===== src/hw/rtl/fspt_pkg.sv =====
package fspt_pkg;

	localparam int unsigned TICK_W  = 32;
	localparam int unsigned FRAME_W = 16;
	localparam int unsigned LOSS_W  = 8;
	localparam int unsigned LIMIT_W = TICK_W + LOSS_W;

	localparam logic [LOSS_W-1:0] LOSS_FRAMES_RESET = LOSS_W'(3);

	// request kinds
	localparam logic REQ_CAPTURE = 1'b0;
	localparam logic REQ_POLL    = 1'b1;

	typedef struct packed {
		logic              req_type;
		logic [TICK_W-1:0] tick_value;
	} fspt_in_t;

	typedef struct packed {
		logic [FRAME_W-1:0] frame_count;
		logic [TICK_W-1:0]  last_capture;
		logic [TICK_W-1:0]  period_estimate;
		logic               in_sync;
		logic               sync_dropped;
	} fspt_out_t;

endpackage


===== src/hw/rtl/frame_sync_period_tracker.sv =====
// Frame sync period tracker. Each input item is either a sync-edge capture
// (req_type 0, tick_value = capture timestamp) or a poll (req_type 1,
// tick_value = current time), and each item yields exactly one snapshot item
// holding the frame count, last capture time, smoothed period, sync status
// and a flag set when that poll has just declared sync lost. The first
// interval after reset or loss is taken as the period; later ones are
// blended in with quarter weight. Sync is dropped by a poll once the elapsed
// time reaches loss_frames times the period, compared at full 40-bit width.
// Items are processed one per clock cycle while the output is taken: an item
// goes from the input register through the update logic into the output
// register, and a new item can be accepted in every cycle while the output is
// being taken. loss_frames resets to 3 and is to be written through
// cfg_we/cfg_wdata only while no item is in flight; the block does not enforce it.
module frame_sync_period_tracker (
	input  logic                                  clk,
	input  logic                                  arst_n,
	input  logic                                  cfg_we,
	input  logic [fspt_pkg::LOSS_W-1:0]           cfg_wdata,
	input  logic                                  in_valid,
	output logic                                  in_ready,
	input  fspt_pkg::fspt_in_t                    in_item,
	output logic                                  out_valid,
	input  logic                                  out_ready,
	output fspt_pkg::fspt_out_t                   out_item
);

	fspt_pkg::fspt_in_t              item_s1;
	logic                            valid_s1;
	fspt_pkg::fspt_out_t             out_item_q;
	logic                            out_valid_q;

	logic [fspt_pkg::LOSS_W-1:0]     loss_q;
	logic [fspt_pkg::FRAME_W-1:0]    frame_q;
	logic [fspt_pkg::TICK_W-1:0]     prev_q;
	logic [fspt_pkg::TICK_W-1:0]     period_q;
	logic                            locked_q;
	logic                            base_q;

	logic                            advance;
	logic [fspt_pkg::TICK_W-1:0]     interval;
	logic [fspt_pkg::TICK_W-1:0]     ema;
	logic [fspt_pkg::LIMIT_W-1:0]    limit;
	logic [fspt_pkg::FRAME_W-1:0]    frame_d;
	logic [fspt_pkg::TICK_W-1:0]     prev_d;
	logic [fspt_pkg::TICK_W-1:0]     period_d;
	logic                            locked_d;
	logic                            base_d;
	logic                            dropped_d;

	// handshake: stage 1 moves on when the output register is free or drained
	assign advance   = valid_s1 && (!out_valid_q || out_ready);
	assign in_ready  = !valid_s1 || advance;
	assign out_valid = out_valid_q;
	assign out_item  = out_item_q;

	// interval, smoothed blend and loss threshold
	assign interval = item_s1.tick_value - prev_q;
	assign ema      = (period_q - (period_q >> 2)) + (interval >> 2);
	assign limit    = fspt_pkg::LIMIT_W'(loss_q) * fspt_pkg::LIMIT_W'(period_q);

	// next state for the item in stage 1
	always_comb begin
		frame_d   = frame_q;
		prev_d    = prev_q;
		period_d  = period_q;
		locked_d  = locked_q;
		base_d    = base_q;
		dropped_d = 1'b0;
		case (item_s1.req_type)
			fspt_pkg::REQ_CAPTURE: begin
				frame_d = frame_q + fspt_pkg::FRAME_W'(1);
				if (base_q) begin
					period_d = locked_q ? ema : interval;
					locked_d = 1'b1;
				end
				base_d = 1'b1;
				prev_d = item_s1.tick_value;
			end
			fspt_pkg::REQ_POLL: begin
				if (locked_q && (period_q != '0)
						&& (fspt_pkg::LIMIT_W'(interval) >= limit)) begin
					locked_d  = 1'b0;
					base_d    = 1'b0;
					dropped_d = 1'b1;
				end
			end
			default: begin
				dropped_d = 1'b0;
			end
		endcase
	end

	// input register valid
	always_ff @(posedge clk or negedge arst_n) begin
		if (!arst_n) begin
			valid_s1 <= 1'b0;
		end else if (in_ready) begin
			valid_s1 <= in_valid;
		end
	end

	// input register payload
	always_ff @(posedge clk) begin
		if (in_valid && in_ready) begin
			item_s1 <= in_item;
		end
	end

	// output register valid
	always_ff @(posedge clk or negedge arst_n) begin
		if (!arst_n) begin
			out_valid_q <= 1'b0;
		end else if (advance) begin
			out_valid_q <= 1'b1;
		end else if (out_ready) begin
			out_valid_q <= 1'b0;
		end
	end

	// output register payload
	always_ff @(posedge clk) begin
		if (advance) begin
			out_item_q.frame_count     <= frame_d;
			out_item_q.last_capture    <= prev_d;
			out_item_q.period_estimate <= period_d;
			out_item_q.in_sync         <= locked_d;
			out_item_q.sync_dropped    <= dropped_d;
		end
	end

	// tracker state and loss threshold register
	always_ff @(posedge clk or negedge arst_n) begin
		if (!arst_n) begin
			loss_q   <= fspt_pkg::LOSS_FRAMES_RESET;
			frame_q  <= '0;
			prev_q   <= '0;
			period_q <= '0;
			locked_q <= 1'b0;
			base_q   <= 1'b0;
		end else begin
			if (cfg_we) begin
				loss_q <= cfg_wdata;
			end
			if (advance) begin
				frame_q  <= frame_d;
				prev_q   <= prev_d;
				period_q <= period_d;
				locked_q <= locked_d;
				base_q   <= base_d;
			end
		end
	end

endmodule


===== config.mk =====
export PLATFORM = sky130hd
export DESIGN_NAME = frame_sync_period_tracker
export DESIGN_NICKNAME = d
export VERILOG_FILES = /design/src/hw/rtl/fspt_pkg.sv /design/src/hw/rtl/frame_sync_period_tracker.sv
export SDC_FILE = /design/constraint.sdc
export NUM_CORES = 1
export LEC_CHECK = 0
export BUFFER_PORTS_ARGS = -buffer_cell sky130_fd_sc_hd__clkbuf_2
export CAP_MARGIN = 25
export CORE_ASPECT_RATIO = 0.5
export CORE_MARGIN = 2
export CORE_UTILIZATION = 55
export DETAILED_ROUTE_END_ITERATION = 6
export HOLD_SLACK_MARGIN = 0.15
export MAX_ROUTING_LAYER = met4
export PLACE_DENSITY = 0.73
export SETUP_SLACK_MARGIN = 0.4
export SLEW_MARGIN = 5
export SYNTH_ARGS = -nofsm -noshare
export SYNTH_HDL_FRONTEND = slang
export SYNTH_SLANG_ARGS = --single-unit

===== constraint.sdc =====
create_clock -name clk -period 15.9 [get_ports clk]
set_clock_uncertainty 0.2 [all_clocks]
set_input_delay 1.59 -clock clk [delete_from_list [all_inputs] [get_ports clk]]
set_output_delay 1.59 -clock clk [all_outputs]
set_load 0.02 [all_outputs]

After elaboration in Yosys (flattened, before gate mapping)
Cells that the tools add are included.

Eq/ne operators: 1. Magnitude comparators: 1. Add/subtract/negate cells: 4. Bitwise operators: 1. Multipliers: 1. Multiplexer cells: 13. Reductions and logical operators: 11.

Operators with widths (count): 32-bit two-way mux (4); 32-bit by 40-bit greater-or-equal comparator with 1-bit output (1); 8-bit by 32-bit multiplier with 40-bit output (1); 32-bit by 30-bit adder with 32-bit output (1); 32-bit nonzero test (1); 32-bit by 30-bit subtractor with 32-bit output (1); 32-bit subtractor (1); 16-bit by 1-bit adder with 16-bit output, second input constant (1); 16-bit two-way mux (1); 1-bit two-way mux (6); 1-bit logical AND (4); 1-bit case mux with 2 select lines (2); 1-bit logical NOT (2); 1-bit logical OR (2); 2-bit by 1-bit != test with 1-bit output, second input constant (1); 2-bit AND reduction (1); 2-bit nonzero test (1); 1-bit NOT (1).

Input bits: 46. Bits in registers: 207. Output and inout bits: 84. Logic and storage cells: 47.

Depth between registers and ports, before layout
Gate-level depths: netlist of run 1.

Depth after elaboration: 5. Depth in mapped cells: 30.

Least setup slack after synthesis of run 1
OpenSTA, ideal clock, no wires.

Path type: register to register. From: register loss_q[7] (netlist name). To: register base_q. Arrival time: 6282 ps. Setup slack: 9149 ps. Stages on the path, launching flop included: 30. Data required time: 15431 ps. Clock period less this slack: 6751 ps. Cell sequence: dfrtp_1 > clkbuf_1 > nand2_1 > fa_1 > fa_1 > inv_1 > fa_1 > inv_1 > fa_1 > inv_1 > ha_1 > a2111oi_4 > o21ai_0 > nand2_1 > nand2_1 > o21ai_0 > o21ai_0 > a21o_1 > a21oi_1 > xor2_1 > ha_1 > nand4_1 > a211oi_1 > o221ai_1 > o211ai_1 > a211oi_1 > a21oi_1 > o2111ai_1 > nor3_2 > a21oi_1.

Word-level cells in the longest chain between the ends: 5.

Ends and longest elaborated chain: start, declared (line frame_sync_period_tracker.sv:32) `logic [fspt_pkg::LOSS_W-1:0] loss_q;`; start signal, assigned (line frame_sync_period_tracker.sv:134) `loss_q <= fspt_pkg::LOSS_FRAMES_RESET;`; start signal, assigned (line frame_sync_period_tracker.sv:142) `loss_q <= cfg_wdata;`; 8-bit by 32-bit multiplier with 40-bit output (line frame_sync_period_tracker.sv:59) `assign limit = fspt_pkg::LIMIT_W'(loss_q) * fspt_pkg::LIMIT_W'(period_q);`; 32-bit by 40-bit greater-or-equal comparator with 1-bit output (line frame_sync_period_tracker.sv:81) `&& (fspt_pkg::LIMIT_W'(interval) >= limit)) begin`; 1-bit logical AND (line frame_sync_period_tracker.sv:81); 2-bit by 1-bit != test with 1-bit output (no source line); 2-bit AND reduction (no source line); end signal, assigned (line frame_sync_period_tracker.sv:149) `base_q <= base_d;`; end, declared (line frame_sync_period_tracker.sv:37) `logic base_q;`.

No other way between the ends. A chain may end at the register's enable or synchronous reset.

Worst setup path after layout of run 1
From: register loss_q[6] (netlist name). To: register out_item_q (netlist bit out_item[1]) (data pin).

Word-level cells in the longest chain between the ends: 5.

Ends and longest elaborated chain: 8-bit by 32-bit multiplier with 40-bit output (line frame_sync_period_tracker.sv:59); 32-bit by 40-bit greater-or-equal comparator with 1-bit output (line frame_sync_period_tracker.sv:81); 1-bit logical AND (line frame_sync_period_tracker.sv:81); 1-bit two-way mux (line frame_sync_period_tracker.sv:80) `if (locked_q && (period_q != '0)`; 1-bit case mux with 2 select lines (line frame_sync_period_tracker.sv:69) `case (item_s1.req_type)`; named net locked_d (line frame_sync_period_tracker.sv:46) `logic locked_d;`; end, declared (line frame_sync_period_tracker.sv:29) `fspt_pkg::fspt_out_t out_item_q;`.

The timed path passes the listed nets, and every way through them passes these cells.

==> metrics.yaml, run 1 <==
synth_area_leader_cell: "fa_1"
synthMuxAreaShare_pct: 3.59
tns_ns: 0
pin_count: 130
numCtsBuffers: 21
drc: 0
syn-num-nets: 2656
arrival_ns: 7.85
ys_ff_latch: 207
start_util_pct: 56.3
drive_above_1_share_pct: 10.7
synthArstFlopShare_pct: 44.4
drt_iter0_markers: 1317
syn_inst: 2242
gp_congestion: 1.01
cp.required_ns: 15.94
htree_levels: 1
area_delta_synth_final_pct: 7.63
max_slew_margin_pct: 31.5
worst_pin_slew_ns: 1.03
dieWidth_um: 282
layout_common_cells: "288 x inv_1, 239 x nand2_1, 211 x fa_1, 199 x and2_1, 157 x ha_1"
fin_crit_ns: 7.81
crit_path_start_kind: "flip-flop"
endpoint_kind: "flip-flop"
ys_top_cells_by_area: "fa_1 20%, edfxtp_1 16%, dfrtp_1 11%"
syn_avg_cell_area_um2: 9.48
synthXorXnorAreaFrac_pct: 4.62
drv_slew: 0
yosys.area_share.simple_pct: 15.3
dieHeight_um: 143
ys_warn_count: 0
io_buffers: 129
critical-path-max-stage-delay_ns: 1.02
clock_latency_ns: 0.52
critPathMaxFanout: 33
grt_use_total_pct: 28.1
via_per_inst: 5.71
synth_edf_count: 115
min_path_type: "flip-flop to flip-flop"
cts_resized: 0
routed_wl_mm: 52.9
syn_area_um2: 21200
ys_types: 83
crit_path_start: "loss_q[6]"
yosysTopAreaCellShare_pct: 19.9
cts.sink_count: 207
synth_top_flop_cell: "edfxtp_1"
cts_tree: "built"
via_count: 16200
dp.final_hpwl_mm: 40.6
final_common_cell: "inv_1"
cts.path.max_buffers: 3
grt_start_max_net_pins: 95
setup_viol: 0
grt_pass1_vias: 16000
first_pass_iters: 7
synth-compound-area-share_pct: 13.0
diodes: 0
coreArea_um2: 37700
min_from: "frame_q[15]"
rsz0062_at_grt: "false"
cts_hold_buf: 0
r2r_setup_slack_ns: 8.09
slowest_stage: "dfrtp_1"
timing.rr.start: "loss_q[6]"
drv_cap: 0
hold_viol: 0
row_count: 50
synth_top_family_by_area: "adder cells"
wl_per_cell_um: 18.7
cpMostUsedCell: "fa_1"
die_area_um2: 40300
grt_first_pass_wirelength_mm: 86.3
drtAntennaViolNets: 0
cts_setup_buffers: 0
nFillCells: 3227
yosys.area_share.adder_pct: 29.1
seq_area_frac_synth_pct: 27.1
finalCritPeriodShare_pct: 49.1
nets: 2705
fmax_mhz: 128
antenna_found_initial: 2
clkTransAtPathRegs_ns: 0.06
outcome: "finished, final reports clean"
root_buffer: "clkbuf_16"
gr-total-overflow: 0
worstSetupPathType: "flip-flop to flip-flop"
## worst paths after layout
kind	end	cells past startpoint
setup / recovery	out_item[1]	28
hold / removal	frame_q[15]	1
setup reg to reg	out_item[1]	28
hold reg to reg	frame_q[15]	1
max in group asynchronous	loss_q[4]	2
min in group asynchronous	frame_q[4]	1
## critical path, delay by kind of cell (launching register included)
family / cells / cell delay [ns]
buf+inv: 3 / 0.15
flops: 1 / 1.02
compound gates: 13 / 2.42
fa+ha+maj: 6 / 2.85
xor+xnor: 1 / 0.09
simple gates: 5 / 0.80
## metrics by stage
stage / cell area, um2 / worst slack (ns) / util (%) / std cells / hold WS, ns
floorplan: 21200 / 9.15 / - / 2242 / 0.257
global route: 22900 / 7.55 / 60.6 / 2826 / 0.313
global placement: 22200 / 8.27 / 58.8 / 2786 / 0.275
CTS: 22800 / 8.08 / 60.5 / 2824 / 0.299
finish: 22900 / 8.09 / 60.6 / 2826 / 0.293
detailed placement: 22200 / 8.08 / 58.8 / 2786 / 0.280
## sequential cells by signal, indices dropped and copies added (netlist names)
name,count
out_item,82
item_s1,33
period_q,32
prev_q,32
frame_q,16
loss_q,8
base_q,1
locked_q,1
out_valid,1
valid_s1,1
## logic make-up after synthesis
kind of cell / Yosys count
XOR/XNOR: 112
multiplexers: 70
adder cells (fa/ha/maj): 368
flip-flops: 207
buffers and inverters: 403
AO/OA/AOI/OAI: 440
AND/OR/NAND/NOR: 642
## per-layer routing
layer	vias up	wire [um]	GRT usage (%)
met1	8031	25000	41.7
met4	0	1010	5.85
met2	475	23300	41.6
met3	69	3610	3.37
li1	7575	-	-
met5	-	0	-
## Yosys cell counts, types with 49 or more instances
master,n
a21oi_1,109
and2_1,200
clkbuf_1,99
dfrtp_1,90
edfxtp_1,115
fa_1,211
ha_1,157
inv_1,289
mux2_2,49
nand2_1,239
nor2_1,59
o21ai_0,142
xnor2_1,66
## layout make-up
cell class / instances / area, um2 / area share [%]
timing repair buffer: 140 / 771 / 3.37
inverter: 289 / 1090 / 4.77
clock buffer: 25 / 541 / 2.36
tap: 520 / 651 / 2.85
clock inverter: 13 / 101 / 0.443
sequential: 207 / 5760 / 25.2
multi-input combinational: 1632 / 14000 / 61.0
Power of run 1 is not shown: default switching activity piles up to over one toggle a cycle in this logic, so the estimate is an artifact.
==> inputs of run 2 (changes only) <==
clock period = 7.5 ns   (was 15.9 ns; I/O delays follow)
==> run 2 against run 1 <==
Effect of this change:
- flip-flop and latch count is the same
- core utilization grew 0.93 points
- final cell count grew 1.2%
- worst setup slack lost 7.4 ns
- first-iteration DRC count grew 3.0%
- critical endpoint is now out_item[0]
==> metrics.yaml, run 2 (synthesis results as in run 1) <==
largest_reg_flops: 82
fin_crit_ns: 6.81
coreArea_um2: 37700
tns_ns: 0
endpoint_kind: "flip-flop"
arrival_ns: 6.90
crit_cells: 25
grt_first_pass_wirelength_mm: 86.7
clkTransAtPathRegs_ns: 0.07
r2r_setup_slack_ns: 0.69
critical-path-max-stage-delay_ns: 0.57
finalCritPeriodShare_pct: 90.8
worstSetupPathType: "flip-flop to flip-flop"
via_per_inst: 5.67
wl_per_cell_um: 18.8
pin_count: 130
drtAntennaViolNets: 0
hold_ws_ns: 0.187
htree_levels: 1
setup_viol: 0
numCtsBuffers: 22
cpMostUsedCell: "fa_1"
drc: 0
critPathMaxFanout: 29
min_path_type: "input pin to flip-flop"
nets: 2737
first_pass_iters: 5
outcome: "finished, final reports clean"
max_slew_margin_pct: 39.4
dieWidth_um: 282
slowest_stage: "fa_1"
cpLargestDelayFamily: "adder cells"
timing.rr.start: "loss_q[7]"
drt_iter0_markers: 1357
io_buffers: 129
antenna_found_initial: 1
fmax_mhz: 147
critical_path.endpoint: "out_item[0]"
layout_common_cells: "288 x inv_1, 239 x nand2_1, 211 x fa_1, 199 x and2_1, 155 x ha_1"
met3_usage_pct: 7.56
via_count: 16200
grt_start_max_net_pins: 87
r2r_end: "out_item[0]"
area_delta_synth_final_pct: 9.27
grt_use_total_pct: 28.3
crit_path_start_kind: "flip-flop"
worst_pin_slew_ns: 0.909
drive_above_1_share_pct: 12.6
row_count: 50
cts_tree: "built"
grt_pass1_vias: 16100
dp.final_hpwl_mm: 42.4
multi_input_area_um2: 14000
clock_latency_ns: 0.54
nFillCells: 3132
seq_area_um2: 5760
gp_congestion: 0.993
use_met2_pct: 41.1
die_area_um2: 40300
gr-total-overflow: 0
critical_path_buf_inv_count: 4
crit_path_start: "loss_q[7]"
dieHeight_um: 143
cts.path.max_buffers: 3
root_buffer: "clkbuf_16"
cts.sink_count: 207
routed_wl_mm: 53.9
start_util_pct: 56.3
rsz0062_at_grt: "false"
use_met1_pct: 39.7
cp.required_ns: 7.59
r2r_cells: 25
grt_busiest_layer: "met2"
drv_slew: 0
hold_viol: 0
final_common_cell: "inv_1"
drv_cap: 0
[run 2: worst min-delay path by stage]
stage | start | to | slack, ns | depth (start not counted)
after floorplan | arst_n | base_q | 0.25 | 0
after global placement | valid_s1 | out_valid | 0.28 | 1
after detailed placement | frame_q[15] | frame_q[15] | 0.28 | 1
after CTS | in_item[22] | item_s1[22] | 0.17 | 1
after global routing | in_item[21] | item_s1[21] | 0.16 | 1
final | in_item[22] | item_s1[22] | 0.19 | 1
[run 2: routing by layer]
metal  wire length (um)  up-vias
met4               1270        0
met5                  0        -
met2              23200      537
li1                   -     7661
met1              24300     7940
met3               5070       70
[run 2: final cells by class]
class | instances | share of cell area, %
clock inverter | 13 | 0.437
timing repair buffer | 171 | 4.37
clock buffer | 27 | 2.54
multi-input combinational | 1632 | 60.3
antenna | 1 | 0.0108
inverter | 289 | 4.69
tap | 520 | 2.80
sequential | 207 | 24.8
[run 2: worst register-to-register path: cells and delay by family (launching register included)]
family / cells / cell delay [ns]
fa+ha+maj: 6 / 2.89
buf+inv: 4 / 0.47
simple gates: 5 / 0.90
flops: 1 / 0.41
compound gates: 10 / 1.72
[run 2: metrics by stage]
stage	utilization [%]	cells	cell area (um2)	setup WS (ns)
2_1_floorplan	-	2242	21200	0.749
3_3_place_gp	59.2	2810	22300	0.501
3_5_place_dp	59.2	2810	22300	0.316
4_1_cts	61.1	2851	23100	0.400
5_1_grt	61.5	2860	23200	0.380
6_report	61.5	2860	23200	0.687
[run 2: what timing repair did]
| action | in CTS | in global routing |
|---|---|---|
| hold buffers | 1 | 0 |
| endpoints found under the setup margin | 2 | 4 |
| endpoints found under the hold margin | 29 | 0 |
| gates resized for setup | 2 | 30 |
| setup buffers | 0 | 7 |
| pin swaps | 0 | 5 |
Power of run 2 is left out for the same reason.
==> inputs of run 3 (changes only) <==
CORE_MARGIN = 4   (was 2)
==> run 3 against run 2 <==
Effect of this change:
- count of clock-buffer cells in the layout is 4 lower
- flip-flop and latch count stayed put
- wire length is 1.6% higher
- cell area is 0.14% higher
- global-route usage is 1.2 points lower
- hold slack better by 0.013 ns
- die area is 4.3% higher
- worst setup slack worse by 0.012 ns
- register-to-register slack hardly changed
- final cell count hardly changed
- critical path type unchanged
- critical endpoint is now out_item[1]
- largest cell class unchanged
- highest routed layer unchanged
==> metrics.yaml, run 3 (synthesis results as in run 1) <==
cts.sink_count: 207
seq_area_um2: 5770
crit_path_start_kind: "flip-flop"
grt_pass1_vias: 16400
grt_start_max_net_pins: 82
htree_levels: 1
die_area_um2: 42000
setup_viol: 0
io_buffers: 129
r2r_end: "out_item[1]"
dieHeight_um: 147
via_per_inst: 5.68
crit_cells: 27
cts_tree: "built"
critical_path_buf_inv_count: 4
wl_met2_mm: 24.0
first_pass_iters: 6
coreArea_um2: 37700
clkTransAtPathRegs_ns: 0.07
slowest_stage: "fa_1"
tns_ns: 0
clock_latency_ns: 0.54
fmax_mhz: 147
hold_depth: 1
critical-path-max-stage-delay_ns: 0.57
final_common_cell: "inv_1"
cp.required_ns: 7.55
outcome: "finished, final reports clean"
root_buffer: "clkbuf_16"
critical_path.endpoint: "out_item[1]"
max_slew_margin_pct: 37.9
via_count: 16200
largest_reg_flops: 82
timing.rr.start: "loss_q[4]"
cts.path.max_buffers: 3
layout_common_cells: "288 x inv_1, 239 x nand2_1, 211 x fa_1, 199 x and2_1, 155 x ha_1"
nets: 2737
dieWidth_um: 286
r2r_cells: 27
nFillCells: 3152
drv_cap: 0
dp.final_hpwl_mm: 42.7
grt_first_pass_wirelength_mm: 88.8
gp_congestion: 0.933
pin_count: 130
route.met3.wl_mm: 4.79
routed_wl_mm: 54.7
drt_iter0_markers: 1235
cpLargestDelayFamily: "adder cells"
finalCritPeriodShare_pct: 91.0
fin_crit_ns: 6.82
row_count: 50
multi_input_area_um2: 14000
drv_slew: 0
drtAntennaViolNets: 0
wl_per_cell_um: 19.1
arrival_ns: 6.87
antenna_found_initial: 1
worstSetupPathType: "flip-flop to flip-flop"
final_core_util_pct: 61.6
area_delta_synth_final_pct: 9.42
drc: 0
min_path_type: "input pin to flip-flop"
numCtsBuffers: 21
critPathMaxFanout: 27
wl_met1_mm: 25.1
endpoint_kind: "flip-flop"
r2r_setup_slack_ns: 0.68
crit_path_start: "loss_q[4]"
rsz0062_at_grt: "false"
gr-total-overflow: 0
top_layer: "met4"
drive_above_1_share_pct: 13.0
grt_use_total_pct: 27.1
worst_pin_slew_ns: 0.925
start_util_pct: 56.3
hold_viol: 0
-- run 3: worst min path at each step --
stage,start,end,slack (ns)
after CTS,in_item[26],item_s1[26],0.18
after floorplan,arst_n,base_q,0.25
after detailed placement,valid_s1,out_valid,0.28
final,in_item[10],item_s1[10],0.20
after global placement,valid_s1,out_valid,0.28
after global routing,in_item[10],item_s1[10],0.18
-- run 3: final cells by class --
cell class,count,area share [%]
well taps,520,2.80
diodes,1,0.0108
repair buffers,172,4.28
flip-flops and latches,207,24.8
multi-input cells,1632,60.3
clock inverters,15,0.743
clock buffers,23,2.34
inverters,289,4.69
-- run 3: per-layer routing --
metal | global-route usage (%) | up-vias
li1 | - | 7649
met1 | 38.3 | 8015
met2 | 41.0 | 519
met3 | 6.56 | 62
met4 | 4.09 | 0
met5 | - | -
-- run 3: repair_timing --
item,4_1_cts,5_1_grt
hold endpoints to repair,29,0
resized for setup,4,35
gates cloned,0,0
setup buffers,0,12
endpoints found under the setup margin,4,4
pin swaps,1,11
hold buffers,1,0
-- run 3: per-stage QoR --
step / setup WS, ns / std cells / instance area [um2] / hold slack (ns)
after global routing: 0.366 / 2859 / 23200 / 0.179
after global placement: 0.483 / 2807 / 22300 / 0.278
after detailed placement: 0.287 / 2807 / 22300 / 0.280
final: 0.675 / 2859 / 23200 / 0.200
after CTS: 0.414 / 2846 / 23100 / 0.175
after floorplan: 0.749 / 2242 / 21200 / 0.254
-- run 3: worst register-to-register path: stages (launching register included) --
cell,delay [ns]
dfrtp_2,0.46
buf_4,0.24
and2_1,0.23
fa_1,0.55
fa_1,0.46
fa_1,0.57
inv_1,0.06
fa_1,0.53
inv_1,0.05
ha_1,0.40
a21oi_1,0.29
o21ai_1,0.13
a221oi_1,0.44
nand2b_1,0.18
nand2_1,0.09
nand2_1,0.07
xnor2_1,0.27
ha_1,0.20
a21o_1,0.11
a21o_1,0.10
a21oi_1,0.06
nor2_1,0.10
a211oi_1,0.07
a21oi_1,0.16
o2111ai_1,0.15
nor3_2,0.19
buf_4,0.16
a21oi_1,0.04
Power of run 3 is left out for the same reason.
